==> src/hw/rtl/fbtt_pkg.sv <==
// ---------------------------------------------------------------------------
// fbtt_pkg
// Shared types and constants for the flow byte top-k tracker.
// ---------------------------------------------------------------------------
`default_nettype none
package fbtt_pkg;

  localparam int FLOW_SLOTS_DEF = 64;
  localparam int TOP_COUNT_DEF  = 5;
  localparam int BYTES_W        = 40;
  localparam int LEN_W          = 16;
  localparam int RANK_W         = 3;
  localparam int INTERVAL_W     = 8;
  localparam logic [INTERVAL_W-1:0] INTERVAL_RST = 8'd20;
  localparam logic [BYTES_W-1:0]    BYTES_MAX    = {BYTES_W{1'b1}};

  typedef enum logic {
    REQ_RECORD = 1'b0,
    REQ_TICK   = 1'b1
  } req_type_t;

  localparam logic [1:0] REG_INTERVAL = 2'd0;

  typedef struct packed {
    logic [31:0] src_ip;
    logic [31:0] dst_ip;
    logic [15:0] sport;
    logic [15:0] dport;
  } flow_key_t;

  // broadcast control from sequencer to every cell
  typedef struct packed {
    logic cmp_en;
    logic upd_en;
    logic any_hit;
    logic take_en;
    logic clr_taken;
  } cell_ctl_t;

endpackage
`default_nettype wire

==> src/hw/rtl/fbtt_cell.sv <==
// ---------------------------------------------------------------------------
// fbtt_cell
// One flow slot: key match, byte accumulate, and one stage of the max chain.
// ---------------------------------------------------------------------------
`default_nettype none
module fbtt_cell
  import fbtt_pkg::*;
#(
  parameter int IDX = 0,
  parameter int IW  = 6,
  parameter int FW  = 7
) (
  input  wire logic                clk,
  input  wire logic                rst_n,
  input  wire cell_ctl_t           ctl,
  input  wire flow_key_t           in_key,
  input  wire flow_key_t           req_key,
  input  wire logic [LEN_W-1:0]    req_len,
  input  wire logic [FW-1:0]       fill,
  input  wire logic [IW-1:0]       take_idx,
  output logic                     hit,
  input  wire logic                cand_vld_i,
  input  wire logic [BYTES_W-1:0]  cand_bytes_i,
  input  wire flow_key_t           cand_key_i,
  input  wire logic [IW-1:0]       cand_idx_i,
  output logic                     cand_vld_o,
  output logic [BYTES_W-1:0]       cand_bytes_o,
  output flow_key_t                cand_key_o,
  output logic [IW-1:0]            cand_idx_o
);

  flow_key_t          key_r;
  logic [BYTES_W-1:0] bytes_r;
  logic               hit_r;
  logic               taken_r;
  logic               vld;
  logic               alloc;
  logic               own;
  logic [BYTES_W:0]   sum;

  assign vld   = (FW'(IDX) < fill);
  assign alloc = ctl.upd_en && !ctl.any_hit && (fill == FW'(IDX));
  assign sum   = {1'b0, bytes_r} + {{(BYTES_W + 1 - LEN_W){1'b0}}, req_len};
  assign hit   = hit_r;
  assign own   = vld && !taken_r && (!cand_vld_i || bytes_r > cand_bytes_i);

  always_ff @(posedge clk) begin
    if (!rst_n) begin
      hit_r   <= 1'b0;
      taken_r <= 1'b0;
    end else begin
      if (ctl.cmp_en) begin
        hit_r <= vld && (key_r == in_key);
      end else if (ctl.upd_en) begin
        hit_r <= 1'b0;
      end
      if (ctl.clr_taken) begin
        taken_r <= 1'b0;
      end else if (ctl.take_en && take_idx == IW'(IDX)) begin
        taken_r <= 1'b1;
      end
    end
  end

  always_ff @(posedge clk) begin
    if (ctl.upd_en && hit_r) begin
      bytes_r <= sum[BYTES_W] ? BYTES_MAX : sum[BYTES_W-1:0];
    end else if (alloc) begin
      key_r   <= req_key;
      bytes_r <= {{(BYTES_W - LEN_W){1'b0}}, req_len};
    end
  end

  // strict compare keeps the lower slot on ties
  always_ff @(posedge clk) begin
    if (!rst_n) begin
      cand_vld_o <= 1'b0;
    end else begin
      cand_vld_o <= own || cand_vld_i;
    end
    cand_bytes_o <= own ? bytes_r : cand_bytes_i;
    cand_key_o   <= own ? key_r : cand_key_i;
    cand_idx_o   <= own ? IW'(IDX) : cand_idx_i;
  end

endmodule
`default_nettype wire

==> config.mk <==
export PLATFORM = sky130hd
export DESIGN_NAME = fbtt_cell
export DESIGN_NICKNAME = d
export VERILOG_FILES = /design/src/hw/rtl/fbtt_pkg.sv /design/src/hw/rtl/fbtt_cell.sv
export SDC_FILE = /design/constraint.sdc
export NUM_CORES = 1
export LEC_CHECK = 0
export BUFFER_PORTS_ARGS = -buffer_cell sky130_fd_sc_hd__buf_4
export CELL_PAD_IN_SITES_DETAIL_PLACEMENT = 0
export CELL_PAD_IN_SITES_GLOBAL_PLACEMENT = 2
export CORE_UTILIZATION = 35
export CTS_BUF_LIST = sky130_fd_sc_hd__clkbuf_8
export DETAILED_ROUTE_END_ITERATION = 16
export PLACE_DENSITY = 0.87
export SYNTH_ARGS = -nofsm -noshare
export SYNTH_HDL_FRONTEND = slang
export SYNTH_SLANG_ARGS = --single-unit
==> constraint.sdc <==
create_clock -name clk -period 9.8 [get_ports clk]
set_clock_uncertainty 0.05 [all_clocks]
set_input_delay 0.98 -clock clk [delete_from_list [all_inputs] [get_ports clk]]
set_output_delay 0.98 -clock clk [all_outputs]
set_load 0.1 [all_outputs]
* Word level (Yosys, flattened, before mapping)
Index checks and enable logic that the tools add are counted.
** Storage, ports and cells
- Bits in registers :: 281
- Bits in latches :: 0
- RAM bits :: 0
- Memory bits (read-only) :: 0
- Output and inout port bits :: 144
- Word-level logic and storage cells :: 45
- Memories :: 0
** Cells by class
- $add $sub $neg :: 1
- Multipliers :: 0
- Div/mod/pow operators :: 0
- Magnitude comparators :: 2
- Equal/unequal tests :: 1
- Shifts and indexed selects :: 0
- Muxes and demuxes :: 7
- Bitwise logic cells :: 2
- Reduce and logical (&&, ||, !) cells :: 18
** Operators with widths (number)
- two-way mux 40 bit :: 4
- equality test 96 bit :: 1
- two-way mux 96 bit :: 1
- adder 40 x 16 -> 41 bit :: 1
- > comparator 40 bit :: 1
- logical AND 1 bit :: 7
- logical NOT 7 bit :: 1
- < comparator 1 x 7 -> 1 bit, first input constant :: 1
- logical NOT 6 bit :: 1
- nonzero test 2 bit :: 2
- logical NOT 1 bit :: 3
- logical OR 1 bit :: 2
- two-way mux 1 bit :: 2
- inverter 1 bit :: 2
- AND reduction 2 bit :: 1
- OR reduction 2 bit :: 1

* Logic depth before layout (Yosys ltp)
Gate-level depths: netlist (run 1).
- Depth after elaboration :: 5
- Gate-level depth with buffers :: 12
- Mapped depth without buffers :: 9

* Worst setup path after synthesis (run 1)
Ideal clock, no wire load.
- Path type :: input port to flip-flop
- From :: input fill[3]
- To :: register key_r[0] (netlist bit) (enable)
- Setup time :: 0.552 ns
- Arrival :: 5.551 ns
- Data required time :: 9.198 ns
- Slack :: 3.647 ns
- Stages :: 3
- Cell sequence :: nor4_1 -> nand4b_1 -> nor2_1
** Between the ends
- Word-level cells in the longest chain between the ends :: 3
** RTL lines
- start: declaration :: RTL line fbtt_cell.sv:19 : input wire logic [FW-1:0] fill,
- logical NOT 7 bit :: RTL line fbtt_cell.sv:42 : assign alloc = ctl.upd_en && !ctl.any_hit && (fill == FW'(IDX));
- logical AND 1 bit :: RTL line fbtt_cell.sv:42
- AND reduction 2 bit (no line)
- end signal: assignment :: RTL line fbtt_cell.sv:69 : key_r <= req_key;
- end: declaration :: RTL line fbtt_cell.sv:32 : flow_key_t key_r;
Every way passes these cells.
A chain may end at the register's enable or synchronous reset.

* Worst setup path in the final report (run 1)
- From :: register bytes_r[20]
- To :: register cand_key_o[12] (netlist bit)
** Between the ends
- Word-level cells in the longest chain between the ends :: 4
** RTL lines
- start: declaration :: RTL line fbtt_cell.sv:33 : logic [BYTES_W-1:0] bytes_r;
- start signal: assignment :: RTL line fbtt_cell.sv:67 : bytes_r <= sum[BYTES_W] ? BYTES_MAX : sum[BYTES_W-1:0];
- start signal: assignment :: RTL line fbtt_cell.sv:70 : bytes_r <= {{(BYTES_W - LEN_W){1'b0}}, req_len};
- > comparator 40 bit :: RTL line fbtt_cell.sv:45 : assign own = vld && !taken_r && (!cand_vld_i || bytes_r > cand_bytes_i);
- logical OR 1 bit :: RTL line fbtt_cell.sv:45
- logical AND 1 bit :: RTL line fbtt_cell.sv:45
- two-way mux 96 bit :: RTL line fbtt_cell.sv:82 : cand_key_o <= own ? key_r : cand_key_i;
- end signal: assignment :: RTL line fbtt_cell.sv:82
- end: declaration :: RTL line fbtt_cell.sv:28 : output flow_key_t cand_key_o,
Every way passes these cells.

==> flow_metrics.tcl, run 1 <==
set metrics [dict create \
    synthMostInstantiatedCell "nand3_1" \
    drive_gt1_frac 0.290 \
    cts_buffers 57 \
    cts-root-buf "clkbuf_8" \
    filler_cell_count 4745 \
    grt_pass1_wl_um 113000 \
    path_max_fanout 49 \
    synth_edf_count 136 \
    slew_headroom 0.116 \
    ant_nets 0 \
    ctsResizeCount 0 \
    whs_ns 0.429 \
    whs_path_depth 1 \
    detail_route.first_pass.iterations 5 \
    first_global_vias 17400 \
    via_per_inst 6.00 \
    synth_area_leaders "edfxtp_1, dfxtp_1, nand3_1" \
    cap_violations 0 \
    required_ns 10.35 \
    timing.rr.end "cand_key_o[12]" \
    gr-total-overflow 0 \
    die_area_sq_mm 0.0512 \
    dr.first_iter.drc_count 1477 \
    nets 2711 \
    hold_start "req_key[72]" \
    synthTopCellsByCount "nand3_1, dfxtp_1, edfxtp_1, clkbuf_1, a221oi_1" \
    async_reset_ff_frac 0 \
    status "finished, final reports clean" \
    drc 0 \
    wl_per_cell_um 26.3 \
    antenna_found_initial 17 \
    dieHeight_um 226 \
    synth.top_cell.area_share 0.232 \
    period_share 0.468 \
    syn_inst 1878 \
    route.met3.wl_um 6600 \
    io_buffers 514 \
    ys_warn_count 0 \
    ctsHoldBuffers 0 \
    dp_hpwl_um 56200 \
    core_area_sq_mm 0.0493 \
    crit_type "register to register" \
    routed.top_layer "met5" \
    clk_pin_slew_ns 0.06 \
    gp_congestion 0.906 \
    setup_tns_ns 0 \
    cp-start-kind "register" \
    rrSetupSlack_ns 5.21 \
    cts_tree "yes" \
    grt_usage 0.297 \
    clockBufferDepth 3 \
    yosys.area.top_type "edfxtp_1" \
    num_vias 18000 \
    drt-met1-wl_um 31100 \
    crit_arrival_ns 5.14 \
    insertion_delay_ns 0.67 \
    regArea_sq_mm 0.00699 \
    drv_slew 0 \
    grt_max_degree 216 \
    multiInputGateArea_sq_mm 0.00947 \
    initial_utilization 0.357 \
    rows 81 \
    avgSynthCellArea_sq_um 9.38 \
    finalCriticalPeriod_ns 4.59 \
    min-delay-path-class "primary input to register" \
    met2_length_um 37500 \
    crit-reg2reg-launch "bytes_r[20]" \
    cp-end-kind "register" \
    fmax_ghz 0.218 \
    peakVddDrop_mv 0.0826 \
    fp.dieW_um 226 \
    synthFlopType "dfxtp_1" \
    synthDistinctLibCells 69 \
    cts_num_sinks 281 \
    synth_nets 2306 \
    synth_seq_cells 281 \
    tightest_slew_ns 1.32 \
    reg2reg_depth 10 \
    htreeDepth 2 \
    ys_seq_area_frac 0.397 \
    synth.cell_area_sq_mm 0.0176 \
    wl_um 79000 \
    syn_to_final_growth_pct 29.5 \
    postCtsSetupBuffers 0 \
    holdPathEnd "key_r[72]" \
    finalHoldViolCount 0 \
    rsz0062_at_grt "false" \
    power_density_mw_per_mm2 143 \
    p_leak_nw 9.20 \
    io_pins 515 \
    setup_viol 0 \
]
-- flip-flops by register name (all words and copies together), names as in the netlist --
register      flops
cand_idx_o        6
cand_bytes_o     40
cand_vld_o        1
taken_r           1
key_r            96
cand_key_o       96
hit               1
bytes_r          40
-- metrics by stage --
stage | power, mW | cells | utilization | instance area (sq um) | setup WS [ns]
6_report | 3.25 | 3007 | 0.463 | 22800 | 5.21
4_1_cts | 3.28 | 2994 | 0.462 | 22800 | 5.23
5_1_grt | 3.37 | 3006 | 0.463 | 22800 | 4.88
3_5_place_dp | 2.06 | 2888 | 0.440 | 21700 | 4.72
3_3_place_gp | 2.06 | 2888 | 0.440 | 21700 | 4.83
2_1_floorplan | 1.79 | 1878 | - | 17600 | 3.65
-- power by group --
part / total (mW) / switching (mW) / internal (mW)
logic: 0.756 / 0.513 / 0.243
registers: 1.29 / 0.0171 / 1.27
clock network: 1.21 / 0.569 / 0.643
total: 3.25 / 1.10 / 2.15
-- final cells by class --
class                      instances  share of cell area
timing repair buffer             534               0.177
clock buffer                      67              0.0404
antenna                           13             0.00143
multi-input combinational       1317               0.415
inverter                          92              0.0151
tap                              664              0.0364
sequential                       281               0.306
clock inverter                    39             0.00834
-- worst max-delay path by stage --
stage                      from         endpoint  slack (ns)  depth (start not counted)
3_5_place_dp   cand_bytes_i[21]    cand_key_o[7]        4.72                         12
4_1_cts             bytes_r[20]  cand_bytes_o[2]        5.23                         10
6_report            bytes_r[20]   cand_key_o[12]        5.21                         10
2_1_floorplan           fill[3]         key_r[0]        3.65                          3
3_3_place_gp   cand_bytes_i[23]   cand_key_o[48]        4.83                         12
5_1_grt             bytes_r[20]   cand_key_o[29]        4.88                         10
-- cells by family (layout without fill, tap and decap cells) --
kind of cell / Yosys count / after routing / share of synthesized area
AOI/OAI and AO/OA: 504 / 504 / 0.231
and+or+nand+nor: 691 / 691 / 0.229
muxes: 2 / 2 / 0.00114
buffers and inverters: 280 / 732 / 0.0700
xor gates and xnor gates: 63 / 63 / 0.0313
adders and majority gates: 57 / 57 / 0.0409
DFF: 281 / 281 / 0.397
other: 0 / 13 / 0
-- layout by cell type (no fill, tap or decap), types with 7 or more instances in the layout --
cell type / Yosys / layout
a21o_1: 16 / 16
a21oi_1: 48 / 47
a221oi_1: 105 / 105
a311oi_1: 10 / 10
a31oi_1: 62 / 62
and2_1: 104 / 104
and3_1: 10 / 10
and4_1: 7 / 7
buf_4: 8 / 532
clkbuf_8: 0 / 67
clkinv_2: 0 / 8
dfxtp_1: 145 / 145
diode_2: 0 / 13
edfxtp_1: 136 / 136
ha_1: 56 / 56
inv_1: 92 / 116
nand2_1: 24 / 24
nand2b_1: 13 / 12
nand3_1: 247 / 246
nand3b_1: 39 / 39
nand4_1: 58 / 58
nor2_1: 36 / 35
nor2b_1: 8 / 8
nor3_1: 36 / 35
nor3b_1: 74 / 74
nor4_1: 15 / 15
o2111ai_1: 101 / 101
o2111ai_2: 40 / 40
o21ai_0: 54 / 54
o22ai_1: 15 / 15
o2bb2ai_1: 9 / 9
xnor2_1: 17 / 17
xor2_1: 46 / 46
-- per-layer routing --
metal	global-route usage	vias up
met5	0	-
met4	0.139	8
met3	0.0768	170
met2	0.488	863
met1	0.363	8771
li1	-	8215
-- critical path, cell delays in order (launching register included) --
cell       delay, ns
edfxtp_1        0.56
ha_1            0.36
nand4_1         0.15
nor4_2          0.53
nand2_1         0.16
a211oi_2        0.29
or3_4           0.66
buf_4           0.69
buf_4           0.67
o2111ai_1       0.18
nand3_1         0.15
(Power assumes the default switching activity.)
==> run 2, diff against run 1 <==
--- a/config.mk
+++ b/config.mk
@@ -5,13 +5,14 @@
 export SDC_FILE = /design/constraint.sdc
 export NUM_CORES = 1
 export LEC_CHECK = 0
+export ABC_AREA = 1
 export BUFFER_PORTS_ARGS = -buffer_cell sky130_fd_sc_hd__buf_4
 export CELL_PAD_IN_SITES_DETAIL_PLACEMENT = 0
 export CELL_PAD_IN_SITES_GLOBAL_PLACEMENT = 2
-export CORE_UTILIZATION = 35
+export CORE_UTILIZATION = 26
 export CTS_BUF_LIST = sky130_fd_sc_hd__clkbuf_8
 export DETAILED_ROUTE_END_ITERATION = 16
-export PLACE_DENSITY = 0.87
+export PLACE_DENSITY = 0.78
 export SYNTH_ARGS = -nofsm -noshare
 export SYNTH_HDL_FRONTEND = slang
 export SYNTH_SLANG_ARGS = --single-unit
==> constraint.sdc (replaced) <==
create_clock -name clk -period 3.75 [get_ports clk]
set_clock_uncertainty 0.05 [all_clocks]
set_input_delay 0.375 -clock clk [delete_from_list [all_inputs] [get_ports clk]]
set_output_delay 0.375 -clock clk [all_outputs]
set_load 0.1 [all_outputs]
==> run 2 against run 1 <==
Effect of this change: wire length fell by 25%; cell area decreased by 2.7%; largest power group unchanged; worst hold slack lost 0.35 ns; utilization is 4.2 points lower.
==> flow_metrics.tcl, run 2 <==
set metrics [dict create \
    status "finished, final reports clean" \
    cp-end-kind "register" \
    reg_top3 "cand_key_o x96, key_r x96" \
    first_global_vias 14300 \
    finalCriticalPeriod_ns 2.98 \
    slew_headroom 0.268 \
    cts_tree "yes" \
    insertion_delay_ns 0.64 \
    dieHeight_um 233 \
    gp_congestion 0.878 \
    cp-start-kind "register" \
    synthMostInstantiatedCell "nand2_1" \
    synth_nets 2143 \
    required_ns 4.18 \
    cts_buffers 54 \
    synth_seq_cells 281 \
    cap_violations 0 \
    rsz0062_at_grt "false" \
    synth.cell_area_sq_mm 0.0139 \
    fmax_ghz 0.335 \
    fp.dieW_um 233 \
    synth.top_cell.area_share 0.295 \
    busiest_layer "met2" \
    power_density_mw_per_mm2 379 \
    path_max_fanout 65 \
    antenna_found_initial 13 \
    cp-startpoint "bytes_r[31]" \
    num_vias 14100 \
    drc 0 \
    synthFlopType "dfxtp_1" \
    die_area_sq_mm 0.0543 \
    min-delay-path-class "primary input to register" \
    htreeDepth 2 \
    ant_nets 0 \
    rrSetupSlack_ns 0.77 \
    core_area_sq_mm 0.0527 \
    initial_utilization 0.263 \
    setup_tns_ns 0 \
    dp_hpwl_um 45100 \
    syn_inst 1715 \
    clk_pin_slew_ns 0.06 \
    ys_seq_area_frac 0.504 \
    ctsResizeCount 0 \
    placed_cells 2883 \
    nets 2926 \
    yosys.area.top_type "edfxtp_1" \
    io_buffers 514 \
    synthTopCellsByCount "nand2_1, inv_1, nand3_1, nor2_1, dfxtp_1" \
    dr.first_iter.drc_count 552 \
    tightest_slew_ns 1.09 \
    use_met1 0.232 \
    via_per_inst 4.36 \
    crit-reg2reg-launch "bytes_r[31]" \
    fin_cells 3238 \
    gr-total-overflow 0 \
    cp-endpoint "cand_idx_o[5]" \
    cts_num_sinks 281 \
    rows 84 \
    avgSynthCellArea_sq_um 8.09 \
    grt_max_degree 144 \
    cts-root-buf "clkbuf_8" \
    drv_slew 0 \
    crit_arrival_ns 3.41 \
    mostFrequentLayoutCells "nand2_1, buf_4, dlygate4sd3_1" \
    wl_um 59100 \
    wl_per_cell_um 18.2 \
    reg2reg_depth 13 \
    grt_usage 0.211 \
    finalHoldViolCount 0 \
    clockBufferDepth 3 \
    syn_to_final_growth_pct 60.0 \
    synthDistinctLibCells 35 \
    async_reset_ff_frac 0 \
    ys_warn_count 0 \
    setup_viol 0 \
    io_pins 515 \
    grt_pass1_wl_um 85300 \
    synth_area_leaders "edfxtp_1, dfxtp_1, nand2_1" \
    mostFrequentLayoutCell "nand2_1" \
    period_share 0.796 \
    drive_gt1_frac 0.252 \
    detail_route.first_pass.iterations 5 \
    p_leak_nw 11.1 \
    timing.rr.end "cand_idx_o[5]" \
    met3_usage 0.0629 \
    synth_edf_count 136 \
    met2_usage 0.384 \
    peakVddDrop_mv 0.241 \
    crit_type "register to register" \
]
==> run 2: cell families (layout without fill, tap and decap cells) <==
group / Yosys count / count (layout) / share of synthesized area
and+or+nand+nor: 969 / 969 / 0.294
adders and majority gates: 57 / 57 / 0.0520
buffers and inverters: 248 / 1076 / 0.0744
other: 0 / 7 / 0
AOI/OAI and AO/OA: 110 / 110 / 0.0443
DFF: 281 / 281 / 0.504
xor gates and xnor gates: 50 / 50 / 0.0316
==> run 2: how the worst min path moves through the flow <==
stage,startpoint,endpoint,cells past startpoint
CTS,req_len[3],bytes_r[3],3
global route,req_len[12],bytes_r[12],3
global placement,key_r[79],cand_key_o[79],2
detailed placement,key_r[79],cand_key_o[79],2
finish,req_len[7],bytes_r[7],3
floorplan,ctl[0],taken_r,1
==> run 2: timing repair <==
item,CTS,global route
buffers inserted,0,0
hold buffers,247,0
endpoints found under the hold margin,243,0
==> run 2: final cells by class <==
cell class              count  area, sq um
inverters                 195          732
multi-input cells        1186         5860
repair buffers            780         6550
flip-flops and latches    281         6990
clock inverters            36          278
clock buffers              65          895
diodes                      7         17.5
well taps                 688          861
fillers                  5363        30500
==> run 2: power breakdown <==
group          internal, mW  switching [mW]  total [mW]  leakage, nW
clock network          1.86            1.44        3.30        0.668
logic                 0.677            1.11        1.79         8.00
registers              3.30          0.0297        3.33         2.39
==> run 2: critical path: stages, from the launching register on <==
cell,delay (ns)
edfxtp_1,0.50
ha_1,0.34
nand2_1,0.06
nor2_1,0.14
nand2_1,0.08
nor2_1,0.26
nand2_1,0.12
nor2_1,0.12
nor2_1,0.04
nand2_1,0.06
nand2_1,0.08
nand2_4,0.10
buf_4,0.61
a21boi_0,0.19
==> run 2: layer usage <==
metal / routed length (um) / share of wire
met3: 4200 / 0.071
met5: 82 / 0.0014
met2: 30300 / 0.51
met4: 1580 / 0.027
met1: 22900 / 0.39
==> run 2: per-stage QoR <==
stage	setup WS (ns)	power [mW]	util	hold WS, ns	cell area, sq um
2_1_floorplan	0.939	4.36	-	0.404	13900
3_3_place_gp	0.764	4.95	0.352	0.431	18500
3_5_place_dp	0.737	4.96	0.352	0.437	18500
4_1_cts	0.737	8.55	0.421	0.00383	22200
5_1_grt	0.464	8.78	0.421	0.0263	22200
6_report	0.766	8.41	0.421	0.0760	22200
